`src/hw/rtl/sfb_pkg.sv`:
```
// sfb_pkg: constants, byte position codes and crc helper for the status frame builder
// no dependencies; used by status_frame_builder_crc8_core
package sfb_pkg;

  // fixed frame header bytes
  localparam logic [7:0] HDR_B0 = 8'h8C;
  localparam logic [7:0] HDR_B1 = 8'h01;
  localparam logic [7:0] HDR_B2 = 8'h85;

  // length field is payload count plus this overhead
  localparam logic [7:0] LEN_OVERHEAD = 8'd4;

  // reflected crc-8 polynomial, zero init, no final xor
  localparam logic [7:0] CRC_POLY_REFL = 8'h8C;
  localparam logic [7:0] CRC_INIT      = 8'h00;

  // byte counter saturation value
  localparam logic [7:0] CNT_MAX = 8'hFF;

  // configuration register indexes
  localparam logic REG_PAYLOAD_COUNT = 1'b0;
  localparam logic REG_FLAG_BYTE     = 1'b1;

  // position of a byte within the bytes released by one payload byte
  localparam logic [2:0] POS_HDR0    = 3'd0;
  localparam logic [2:0] POS_HDR1    = 3'd1;
  localparam logic [2:0] POS_HDR2    = 3'd2;
  localparam logic [2:0] POS_LEN     = 3'd3;
  localparam logic [2:0] POS_FLAG    = 3'd4;
  localparam logic [2:0] POS_PAYLOAD = 3'd5;
  localparam logic [2:0] POS_CRC     = 3'd6;

  // one byte step of the reflected crc, lsb first
  function automatic logic [7:0] crc8_update(logic [7:0] crc, logic [7:0] data);
    logic [7:0] c;
    c = crc ^ data;
    for (int k = 0; k < 8; k++) begin
      if (c[0]) begin
        c = (c >> 1) ^ CRC_POLY_REFL;
      end else begin
        c = c >> 1;
      end
    end
    return c;
  endfunction

endpackage

```
`src/hw/rtl/status_frame_builder_crc8_core.sv`:
```
// The first byte released by a payload byte passes the job register, then the output register.
// Throughput: one frame byte per cycle while out_ready_i is high, set by the single output byte
// register; a payload byte gives 1 byte, 6 when it opens a frame, one more when it closes it.
// The next payload byte is taken while the current one's last byte is loaded for output.
// Reset (async, active low) clears crc and byte count and sets payload count and flag to 1.
// status_frame_builder_crc8_core: frames payload bytes with header, length, flag and crc-8
// depends on sfb_pkg
module status_frame_builder_crc8_core
  import sfb_pkg::*;
(
  input  logic       clk_i,
  input  logic       rst_ni,
  // configuration write port
  input  logic       cfg_we_i,
  input  logic       cfg_idx_i,
  input  logic [7:0] cfg_wdata_i,
  // payload input channel
  input  logic       in_valid_i,
  output logic       in_ready_o,
  input  logic [7:0] payload_byte_i,
  // frame output channel
  output logic       out_valid_o,
  input  logic       out_ready_i,
  output logic [7:0] frame_byte_o,
  output logic       frame_end_o
);

  // configuration registers
  logic [7:0] payload_count_q;
  logic [7:0] flag_byte_q;

  // frame position tracking at the input side
  logic [7:0] cnt_q, cnt_d;

  // job register holding one accepted payload byte and its frame role
  logic       job_valid_q, job_valid_d;
  logic [7:0] job_pb_q;
  logic       job_end_q;
  logic [7:0] job_len_q;
  logic [7:0] job_flag_q;
  logic [2:0] job_pos_q, job_pos_d;

  // running crc and output register
  logic [7:0] crc_q, crc_d;
  logic       out_valid_q, out_valid_d;
  logic [7:0] out_byte_q;
  logic       out_end_q;

  logic       in_accept;
  logic       out_load;
  logic       job_last;
  logic [2:0] last_pos;
  logic [7:0] count_eff;
  logic [7:0] cnt_next;
  logic       in_start;
  logic       in_end;
  logic [7:0] sel_byte;
  logic [7:0] crc_base;

  // configuration writes
  always_ff @(posedge clk_i or negedge rst_ni) begin
    if (!rst_ni) begin
      payload_count_q <= 8'd1;
      flag_byte_q     <= 8'd1;
    end else if (cfg_we_i) begin
      case (cfg_idx_i)
        REG_PAYLOAD_COUNT: payload_count_q <= cfg_wdata_i;
        REG_FLAG_BYTE:     flag_byte_q     <= cfg_wdata_i;
        default: ;
      endcase
    end
  end

  // output register loads whenever it is empty or being drained
  assign out_load = job_valid_q && (!out_valid_q || out_ready_i);
  assign last_pos = job_end_q ? POS_CRC : POS_PAYLOAD;
  assign job_last = out_load && (job_pos_q == last_pos);

  // input side handshake
  assign in_ready_o = !job_valid_q || job_last;
  assign in_accept  = in_valid_i && in_ready_o;

  // frame start and end decision for the incoming byte
  always_comb begin
    count_eff = (payload_count_q == 8'd0) ? 8'd1 : payload_count_q;
    in_start  = (cnt_q == 8'd0);
    cnt_next  = (cnt_q < CNT_MAX) ? cnt_q + 8'd1 : cnt_q;
    in_end    = (cnt_next >= count_eff);
    cnt_d     = cnt_q;
    if (in_accept) begin
      cnt_d = in_end ? 8'd0 : cnt_next;
    end
  end

  always_ff @(posedge clk_i or negedge rst_ni) begin
    if (!rst_ni) begin
      cnt_q <= 8'd0;
    end else begin
      cnt_q <= cnt_d;
    end
  end

  // job register next state
  always_comb begin
    job_valid_d = job_valid_q;
    job_pos_d   = job_pos_q;
    if (out_load) begin
      job_pos_d = job_pos_q + 3'd1;
    end
    if (job_last) begin
      job_valid_d = 1'b0;
    end
    if (in_accept) begin
      job_valid_d = 1'b1;
      job_pos_d   = in_start ? POS_HDR0 : POS_PAYLOAD;
    end
  end

  always_ff @(posedge clk_i or negedge rst_ni) begin
    if (!rst_ni) begin
      job_valid_q <= 1'b0;
      job_pos_q   <= POS_HDR0;
    end else begin
      job_valid_q <= job_valid_d;
      job_pos_q   <= job_pos_d;
    end
  end

  // job payload, captured with the transaction
  always_ff @(posedge clk_i) begin
    if (in_accept) begin
      job_pb_q   <= payload_byte_i;
      job_end_q  <= in_end;
      job_len_q  <= count_eff + LEN_OVERHEAD;
      job_flag_q <= flag_byte_q;
    end
  end

  // pick the byte for the current position
  always_comb begin
    case (job_pos_q)
      POS_HDR0:    sel_byte = HDR_B0;
      POS_HDR1:    sel_byte = HDR_B1;
      POS_HDR2:    sel_byte = HDR_B2;
      POS_LEN:     sel_byte = job_len_q;
      POS_FLAG:    sel_byte = job_flag_q;
      POS_PAYLOAD: sel_byte = job_pb_q;
      POS_CRC:     sel_byte = crc_q;
      default:     sel_byte = 8'h00;
    endcase
  end

  // crc runs over each byte but the crc byte itself as it enters the output register
  always_comb begin
    crc_base    = (job_pos_q == POS_HDR0) ? CRC_INIT : crc_q;
    crc_d       = crc_q;
    out_valid_d = out_valid_q;
    if (out_valid_q && out_ready_i) begin
      out_valid_d = 1'b0;
    end
    if (out_load) begin
      out_valid_d = 1'b1;
      if (job_pos_q == POS_CRC) begin
        crc_d = CRC_INIT;
      end else begin
        crc_d = crc8_update(crc_base, sel_byte);
      end
    end
  end

  always_ff @(posedge clk_i or negedge rst_ni) begin
    if (!rst_ni) begin
      crc_q       <= CRC_INIT;
      out_valid_q <= 1'b0;
    end else begin
      crc_q       <= crc_d;
      out_valid_q <= out_valid_d;
    end
  end

  // output payload register
  always_ff @(posedge clk_i) begin
    if (out_load) begin
      out_byte_q <= sel_byte;
      out_end_q  <= (job_pos_q == POS_CRC);
    end
  end

  assign out_valid_o  = out_valid_q;
  assign frame_byte_o = out_byte_q;
  assign frame_end_o  = out_end_q;

endmodule

```
`config.mk`:
```
export PLATFORM = sky130hd
export DESIGN_NAME = status_frame_builder_crc8_core
export DESIGN_NICKNAME = d
export VERILOG_FILES = /design/src/hw/rtl/sfb_pkg.sv /design/src/hw/rtl/status_frame_builder_crc8_core.sv
export SDC_FILE = /design/constraint.sdc
export NUM_CORES = 1
export LEC_CHECK = 0
export ABC_AREA = 1
export ABC_CLOCK_PERIOD_IN_PS = 3550
export BUFFER_PORTS_ARGS = -buffer_cell sky130_fd_sc_hd__buf_2
export CORE_ASPECT_RATIO = 1.25
export CORE_MARGIN = 1.5
export CORE_UTILIZATION = 51
export CTS_BUF_LIST = sky130_fd_sc_hd__clkbuf_16
export CTS_CLUSTER_SIZE = 14
export DETAILED_ROUTE_END_ITERATION = 7
export PLACE_DENSITY = 0.73
export REMOVE_ABC_BUFFERS = 1
export SLEW_MARGIN = 20
export SYNTH_ARGS = -nofsm -noshare
export SYNTH_HDL_FRONTEND = slang
export SYNTH_SLANG_ARGS = --single-unit
```
`constraint.sdc`:
```
create_clock -name clk_i -period 3.55 [get_ports clk_i]
set_clock_uncertainty 0.2 [all_clocks]
set_input_delay 1.065 -clock clk_i [delete_from_list [all_inputs] [get_ports clk_i]]
set_output_delay 1.065 -clock clk_i [all_outputs]
set_load 0.01 [all_outputs]
```
Yosys cells after proc, flatten, opt, wreduce, memory -nomap -nowiden
Index checks and enable logic that the tools add are counted. Widths: inputs -> output; s select.

Flip-flop bits (word level): 71. Bits of input ports: 22.

$add $sub $neg: 3. $lt $le $gt $ge: 2. Equal/unequal tests: 7. Muxes and demuxes: 36. Bitwise gates (word level): 10. Reductions and logical operators: 16.

Operators by type and width (count): $mux 8 (27); $pmux 8 s7 (1); $not 2->3 (8); $logic_not 8->1 (2); $eq 3x3->1 const B (3); $mux 3 (3); $add 8x1->8 const B (1); $add 8x3->8 const B (1); $ge 8x8->1 (1); $lt 8x8->1 const B (1); $xor 8x8->8 (1); $eq 3x2->1 const B (2); $reduce_bool 2->1 (3); $logic_and 1x1->1 (4); $mux 1 (4); $reduce_and 2->1 (2); $add 3x1->3 const B (1); $eq 3x1->1 const B (1); $eq 3x3->1 (1); $logic_not 3->1 (1); $logic_not 1->1 (2); $logic_or 1x1->1 (2); $mux 2 (1); $not 1->1 (1).

Depth between registers and ports, before layout
Gate-level depths: netlist of the first run.

Depth after elaboration: 34. Mapped depth: 18. Depth with buffers taken out: 18.

Worst setup path before layout of the first run
Ideal clock, no wire load.

Path kind: input port to flip-flop. Start: input out_ready_i. End: register cnt_q[6]. Data arrival time: 3553 ps. Slack: -270 ps. Stages: 11. Cell sequence: inv_1 -> nand2_1 -> nand2_1 -> inv_2 -> a31oi_1 -> nor2_1 -> inv_2 -> buf_2 -> nor2_1 -> nand3_1 -> nand2_1.

Longest elaborated chain between the ends: 5.

Ends and longest elaborated chain: from (decl) (line status_frame_builder_crc8_core.sv:23) `input logic out_ready_i,`; $logic_or 1x1->1 (line status_frame_builder_crc8_core.sv:75) `assign out_load = job_valid_q && (!out_valid_q || out_ready_i);`; $logic_and 1x1->1 (line status_frame_builder_crc8_core.sv:75); via out_load (line status_frame_builder_crc8_core.sv:50) `logic out_load;`; $logic_and 1x1->1 (line status_frame_builder_crc8_core.sv:77) `assign job_last = out_load && (job_pos_q == last_pos);`; $logic_or 1x1->1 (line status_frame_builder_crc8_core.sv:80) `assign in_ready_o = !job_valid_q || job_last;`; $logic_and 1x1->1 (line status_frame_builder_crc8_core.sv:81) `assign in_accept = in_valid_i && in_ready_o;`; via in_accept (line status_frame_builder_crc8_core.sv:49) `logic in_accept;`; to (signal assigned) (line status_frame_builder_crc8_core.sv:99) `cnt_q <= cnt_d;`; to (decl) (line status_frame_builder_crc8_core.sv:33) `logic [7:0] cnt_q, cnt_d;`.

The timed path passes the listed nets, and every way through them passes these cells. A chain may end at the register's enable or synchronous reset.

Worst setup path in the final report of the first run
Start: input out_ready_i. End: output in_ready_o.

Longest elaborated chain between the ends: 4.

Ends and longest elaborated chain: $logic_or 1x1->1 (line status_frame_builder_crc8_core.sv:75); $logic_and 1x1->1 (line status_frame_builder_crc8_core.sv:75); via out_load (line status_frame_builder_crc8_core.sv:50); $logic_and 1x1->1 (line status_frame_builder_crc8_core.sv:77); $logic_or 1x1->1 (line status_frame_builder_crc8_core.sv:80); to (decl) (line status_frame_builder_crc8_core.sv:19) `output logic in_ready_o,`.

The timed path passes the listed nets, and every way through them passes these cells.

==> results of run 1 <==
## report_power, final
| group | total, mW | switching [mW] | leakage, nW | internal [mW] |
|---|---|---|---|---|
| Combinational | 2.10 | 1.37 | 1.39 | 0.732 |
| Clock | 0.894 | 0.396 | 0.144 | 0.497 |
| Sequential | 1.24 | 0.130 | 0.772 | 1.11 |
## path summary, 6_finish.rpt
check / cells past startpoint / slack [ps] / end
max: 8 / 440 / in_ready_o
min: 0 / 250 / job_flag_q[1]
max reg2reg: 13 / 650 / job_end_q
min reg2reg: 0 / 250 / job_flag_q[1]
max in group asynchronous: 1 / 1970 / crc_q[0]
min in group asynchronous: 1 / 640 / cnt_q[6]
## registers in the layout, indices dropped and copies added, names as in the netlist
register,flops
cnt_q,8
crc_q,8
flag_byte_q,8
frame_byte_o,8
job_flag_q,8
job_len_q,8
job_pb_q,8
payload_count_q,8
job_pos_q,3
frame_end_o,1
job_end_q,1
job_valid_q,1
out_valid_o,1
## kinds of logic (layout without fill, tap and decap cells)
| group | Yosys count | after routing | synth area share |
|---|---|---|---|
| compound gates | 43 | 43 | 0.0587 |
| xor+xnor | 10 | 10 | 0.0221 |
| fa+ha+maj | 16 | 16 | 0.0505 |
| buf+inv | 79 | 125 | 0.0780 |
| flops | 71 | 71 | 0.492 |
| simple gates | 261 | 261 | 0.299 |
## routing by layer
| metal | wire length, um | part of all wire | track usage |
|---|---|---|---|
| met1 | 3280 | 0.42 | 0.231 |
| met2 | 4100 | 0.52 | 0.378 |
| met3 | 233 | 0.030 | 0.0387 |
| met4 | 275 | 0.035 | 0.115 |
| met5 | 0 | 0 | 0 |
## area by class of cell
type                       instances  area [um^2]
clock buffer                       9          225
tap                               92          115
inverter                          73          277
multi-input combinational        330         1710
fill                             655         2910
clock inverter                     7         70.1
timing repair buffer              36          190
sequential                        71         1950
## placed cells by master (no fill, tap or decap), types with 2 or more instances in the layout
master / instances
a21oi_1: 8
buf_2: 32
buf_4: 4
clkbuf_16: 9
dfrtp_1: 35
dfstp_2: 2
edfxtp_1: 34
ha_1: 16
inv_1: 63
inv_2: 9
inv_6: 2
inv_8: 4
nand2_1: 155
nand2_2: 17
nand3_1: 40
nand3_2: 3
nor2_1: 23
nor2_2: 5
nor2_4: 3
nor3_1: 7
nor4_1: 2
o21ai_0: 27
o22ai_1: 2
xor2_1: 9
## per-stage QoR
stage                     area (um^2)  hold slack [ps]  power (mW)  TNS [ps]
after CTS                        4530              254        4.24         0
after detailed placement         4240              236        3.34         0
final                            4530              251        4.23         0
after global routing             4530              260        4.59         0
after global placement           4240              233        3.25         0
after floorplan                  3930              225        2.88     -2740
==> out/summary.txt, run 1 <==
Largest stage delay, worst path -> 240 ps
Post-CTS Setup Repair Bufs -> 0
Initial core utilization -> 0.532
CTS Buf Count -> 9
Clock latency on the worst-skew pair -> 340 ps
Prevailing post-synth register cell -> dfrtp_1
Routed vias -> 3136
Share of layout cells above drive strength 1 -> 0.183
WP data arrival -> 1840 ps
Sequential share of the synthesized area -> 0.492
Final Critical Period -> 3110 ps
Buffers & Inverters on Critical Path -> 5
Global-route wire length before repair -> 13100 um
Slew margin rel. -> 0.426
CP max FO -> 2
IO buf count -> 32
Vias in the first global route -> 3003
Final Cycle Share -> 0.876
Cell Area, Synth -> 0.00396 mm^2
Row count -> 35
Post-Place Cells -> 602
HP Class -> reg -> reg
Yosys reg bits -> 71
Global route overflow -> 0
Post-synthesis cell type count -> 36
Maximum vdd drop -> 486 uV
Pwr dens -> 933 mW/mm^2
Post-Syn Instances -> 480
Util after Layout -> 0.609
DRT antenna net count -> 0
Crit. End Element -> primary output
Total core area -> 0.00744 mm^2
Final slew viol count -> 0
Detailed-route wire length per cell -> 12.8 um
Leakage power -> 2.31 nW
Clk buf depth -> 2
Syn-to-layout area delta -> 14.4%
Share of synthesized registers carrying an async set or reset -> 0.521
Actual transition at the worst max-transition pin -> 861 ps
DRC -> 0
Worst setup SP type -> primary input
CP Launch Point -> out_ready_i
Initial antenna violation count -> 0
Fin worst setup slack -> 441 ps
Crit-path slowest cell -> a31oi_1
CP top delay family -> buffers and inverters
Detailed Route WL -> 7880 um
Warnings from Yosys -> 0
Hold Crit Start -> flag_byte_q[1]
Critical Path, Cell by Cell -> buf_2 > inv_1 > nand2_1 > nand2_1 > inv_2 > a31oi_1 > inv_1 > buf_2
Commonest cells post-synth -> 155 x nand2_1, 63 x inv_1, 40 x nand3_1
RSZ-0062 raised after global routing -> no
Synth top area share -> 0.258
Crit path kind -> in -> out
Placement Setup Slack -> 444 ps
Largest net degree at the start of global routing -> 38
Crit Reg-Reg Startpoint -> cnt_q[0]
Die Span Y -> 102 um
Root Buffer -> clkbuf_16
Gr usage total -> 0.211
Ant. Diodes -> 0
Top post-synthesis cells by area -> edfxtp_1 26%, dfrtp_1 22%, nand2_1 15%
Worst-path clk slew -> 70 ps
Hold Vio Cnt, Final -> 0
Clock tree sinks -> 71
Via density -> 5.07
Gpl congestion -> 0.901
CTS Hold Bufs -> 0
Post-synth top area cell -> edfxtp_1
Status -> finished, final reports clean
Fmax -> 322 MHz
Most common cell in the netlist -> nand2_1
Final-report setup violation count -> 0
Die area -> 0.00831 mm^2
Req. time, crit path -> 2280 ps
I/O pins -> 33
CTS resizes -> 0
Width of the die -> 81.9 um
Clock H-tree levels -> 3
Syn avg cell area -> 8.26 um^2
Nets -> 559
CTS tree -> done
Initial DRC count -> 152
Layout Cells excl Fill -> 618
1st-pass router iterations -> 5
Max Cap Violations -> 0
EDFF count, synth -> 34
DP HPWL -> 5740 um
Note: power is estimated with default switching activity, not from simulation.
==> inputs of run 2 (changes only) <==
--- a/config.mk
+++ b/config.mk
@@ -14,7 +14,7 @@
 export CTS_BUF_LIST = sky130_fd_sc_hd__clkbuf_16
 export CTS_CLUSTER_SIZE = 14
 export DETAILED_ROUTE_END_ITERATION = 7
-export PLACE_DENSITY = 0.73
+export PLACE_DENSITY_LB_ADDON = 0.15
 export REMOVE_ABC_BUFFERS = 1
 export SLEW_MARGIN = 20
 export SYNTH_ARGS = -nofsm -noshare
==> run 2 against run 1 <==
Net effect:
- hold slack better by 5.3 ps
- via count down 1.3%
- die area unchanged
- routed wire length down 1.3%
- power down 0.95%
- clock power down 4.3%
- flip-flop and latch count unchanged
- global-route usage up 0.18 points
- register-to-register slack better by 30 ps
- maximum frequency about the same
==> out/summary.txt, run 2 (same netlist as run 1, synthesis figures left out) <==
Width of the die -> 81.9 um (unchanged)
Crit. End Element -> primary output
Post-CTS Setup Repair Bufs -> 0 (unchanged)
WP depth -> 8 (unchanged)
1st-pass router iterations -> 4 (-1)
Gr usage total -> 0.213 (+0.00177)
Ant. Diodes -> 0 (unchanged)
Initial antenna violation count -> 0 (unchanged)
RSZ-0062 raised after global routing -> no
Share of layout cells above drive strength 1 -> 0.183 (unchanged)
Initial DRC count -> 108 (-29%)
Global route overflow -> 0 (unchanged)
Gpl congestion -> 0.864 (-4.1%)
Largest net degree at the start of global routing -> 38 (unchanged)
FF-to-FF path depth -> 13 (unchanged)
Flop2flop setup slack -> 680 ps (+30 ps)
Crit path kind -> in -> out
Actual transition at the worst max-transition pin -> 875 ps (+13.8 ps)
Die area -> 0.00831 mm^2 (unchanged)
Post-Place Cells -> 602 (unchanged)
Crit-path slowest cell -> a31oi_1
CP top delay family -> buffers and inverters
CP Launch Point -> out_ready_i
Crit Reg-Reg Startpoint -> cnt_q[0]
Fillcell total -> 680 (+3.8%)
Via density -> 5.01 (-1.3%)
Clk buf depth -> 2 (unchanged)
Total core area -> 0.00744 mm^2 (unchanged)
Largest stage delay, worst path -> 230 ps (about the same)
IO buf count -> 32 (unchanged)
Clock latency on the worst-skew pair -> 340 ps (about the same)
CTS resizes -> 0 (unchanged)
Syn-to-layout area delta -> 14.0%
Detailed-route wire length per cell -> 12.6 um (-1.3%)
Final Critical Period -> 3110 ps (-1.08 ps)
CTS Hold Bufs -> 0 (unchanged)
Status -> finished, final reports clean
CTS Buf Count -> 9 (unchanged)
Routed vias -> 3095 (-1.3%)
Max Cap Violations -> 0 (unchanged)
Worst setup SP type -> primary input
Pwr dens -> 927 mW/mm^2 (-0.59%)
Hold Vio Cnt, Final -> 0 (unchanged)
Slew margin rel. -> 0.417 (-0.00919)
Maximum vdd drop -> 685 uV (+41%)
Die Span Y -> 102 um (unchanged)
Nets -> 559 (unchanged)
Req. time, crit path -> 2280 ps (about the same)
Detailed Route WL -> 7780 um (-1.3%)
Power, Total -> 4.19 mW (-0.95%)
Root Buffer -> clkbuf_16
Fmax -> 322 MHz (about the same)
WP data arrival -> 1840 ps (about the same)
Layout Cells excl Fill -> 618 (unchanged)
CTS tree -> done
Initial core utilization -> 0.532 (unchanged)
Clock tree sinks -> 71 (unchanged)
Critical Path, Cell by Cell -> buf_2 > inv_1 > nand2_1 > nand2_1 > inv_2 > a31oi_1 > inv_1 > buf_2
R2r endpoint -> job_end_q
Row count -> 35 (unchanged)
CP max FO -> 2 (unchanged)
Final-report setup violation count -> 0 (unchanged)
Critical path endpoint -> in_ready_o
Clock H-tree levels -> 3 (unchanged)
HP Class -> reg -> reg
DRC -> 0 (unchanged)
TNS Setup -> 0 ps (unchanged)
Buffers & Inverters on Critical Path -> 5 (unchanged)
DP HPWL -> 5880 um (+2.4%)
Final slew viol count -> 0 (unchanged)
Worst-path clk slew -> 60 ps (about the same)
Final Cycle Share -> 0.875 (about the same)
DRT antenna net count -> 0 (unchanged)
Commonest non-fill, non-tap cell in the layout -> nand2_1
Global-route wire length before repair -> 13300 um (+1.9%)
Util after Layout -> 0.607 (-0.00218)
I/O pins -> 33 (unchanged)
Most frequent cells in the layout -> 155 x nand2_1, 63 x inv_1, 40 x nand3_1
Leakage power -> 2.30 nW (-0.29%)
Fin Hold WS -> 256 ps (+5.27 ps)
Vias in the first global route -> 2995 (-0.27%)
## run 2: cell count changes in the layout (fill, tap and decap cells not counted), sizes merged
cell    change
clkinv      +1
inv         -1
## run 2: worst register-to-register path: stages (launching register included)
cell and delay (ps):
dfrtp_1 410, ha_1 260, nand3_1 120, nor2_1 60
nand2_1 190, inv_1 120, a21oi_1 240, inv_1 80
ha_1 300, a21oi_1 140, nor3_1 60, a211oi_1 170
buf_4 200, nand2_1 60
## run 2: where the power goes
group          internal (mW)  switching, mW  leakage (nW)
logic                  0.730           1.37          1.39
registers               1.11          0.128         0.772
clock network          0.482          0.375         0.138
total                   2.32           1.87          2.30
## run 2: how the worst min path moves through the flow
stage | from | to | slack [ps] | depth (start not counted)
2_1_floorplan | flag_byte_q[1] | job_flag_q[1] | 230 | 0
3_3_place_gp | flag_byte_q[4] | job_flag_q[4] | 240 | 0
3_5_place_dp | flag_byte_q[1] | job_flag_q[1] | 240 | 0
4_1_cts | flag_byte_q[1] | job_flag_q[1] | 260 | 0
5_1_grt | flag_byte_q[4] | job_flag_q[4] | 270 | 0
6_report | flag_byte_q[1] | job_flag_q[1] | 260 | 0
## run 2: final cells by class
type / instances / area [um^2] / share of cell area
flip-flops and latches: 71 / 1950 / 0.431
multi-input cells: 330 / 1710 / 0.378
inverters: 73 / 277 / 0.0612
clock buffers: 9 / 225 / 0.0498
repair buffers: 36 / 190 / 0.0421
well taps: 92 / 115 / 0.0255
clock inverters: 7 / 53.8 / 0.0119
## run 2: metal layers
metal | global-route usage | part of all wire
met1 | 0.243 | 0.43
met2 | 0.382 | 0.53
met3 | 0.0324 | 0.034
met4 | 0.0978 | 0.011
met5 | 0 | 0
## run 2: per-stage QoR
stage / cell area [um^2] / setup WS, ps
final: 4520 / 442
after global routing: 4520 / 314
after CTS: 4520 / 436
after detailed placement: 4240 / 447
after global placement: 4240 / 459
after floorplan: 3930 / -324
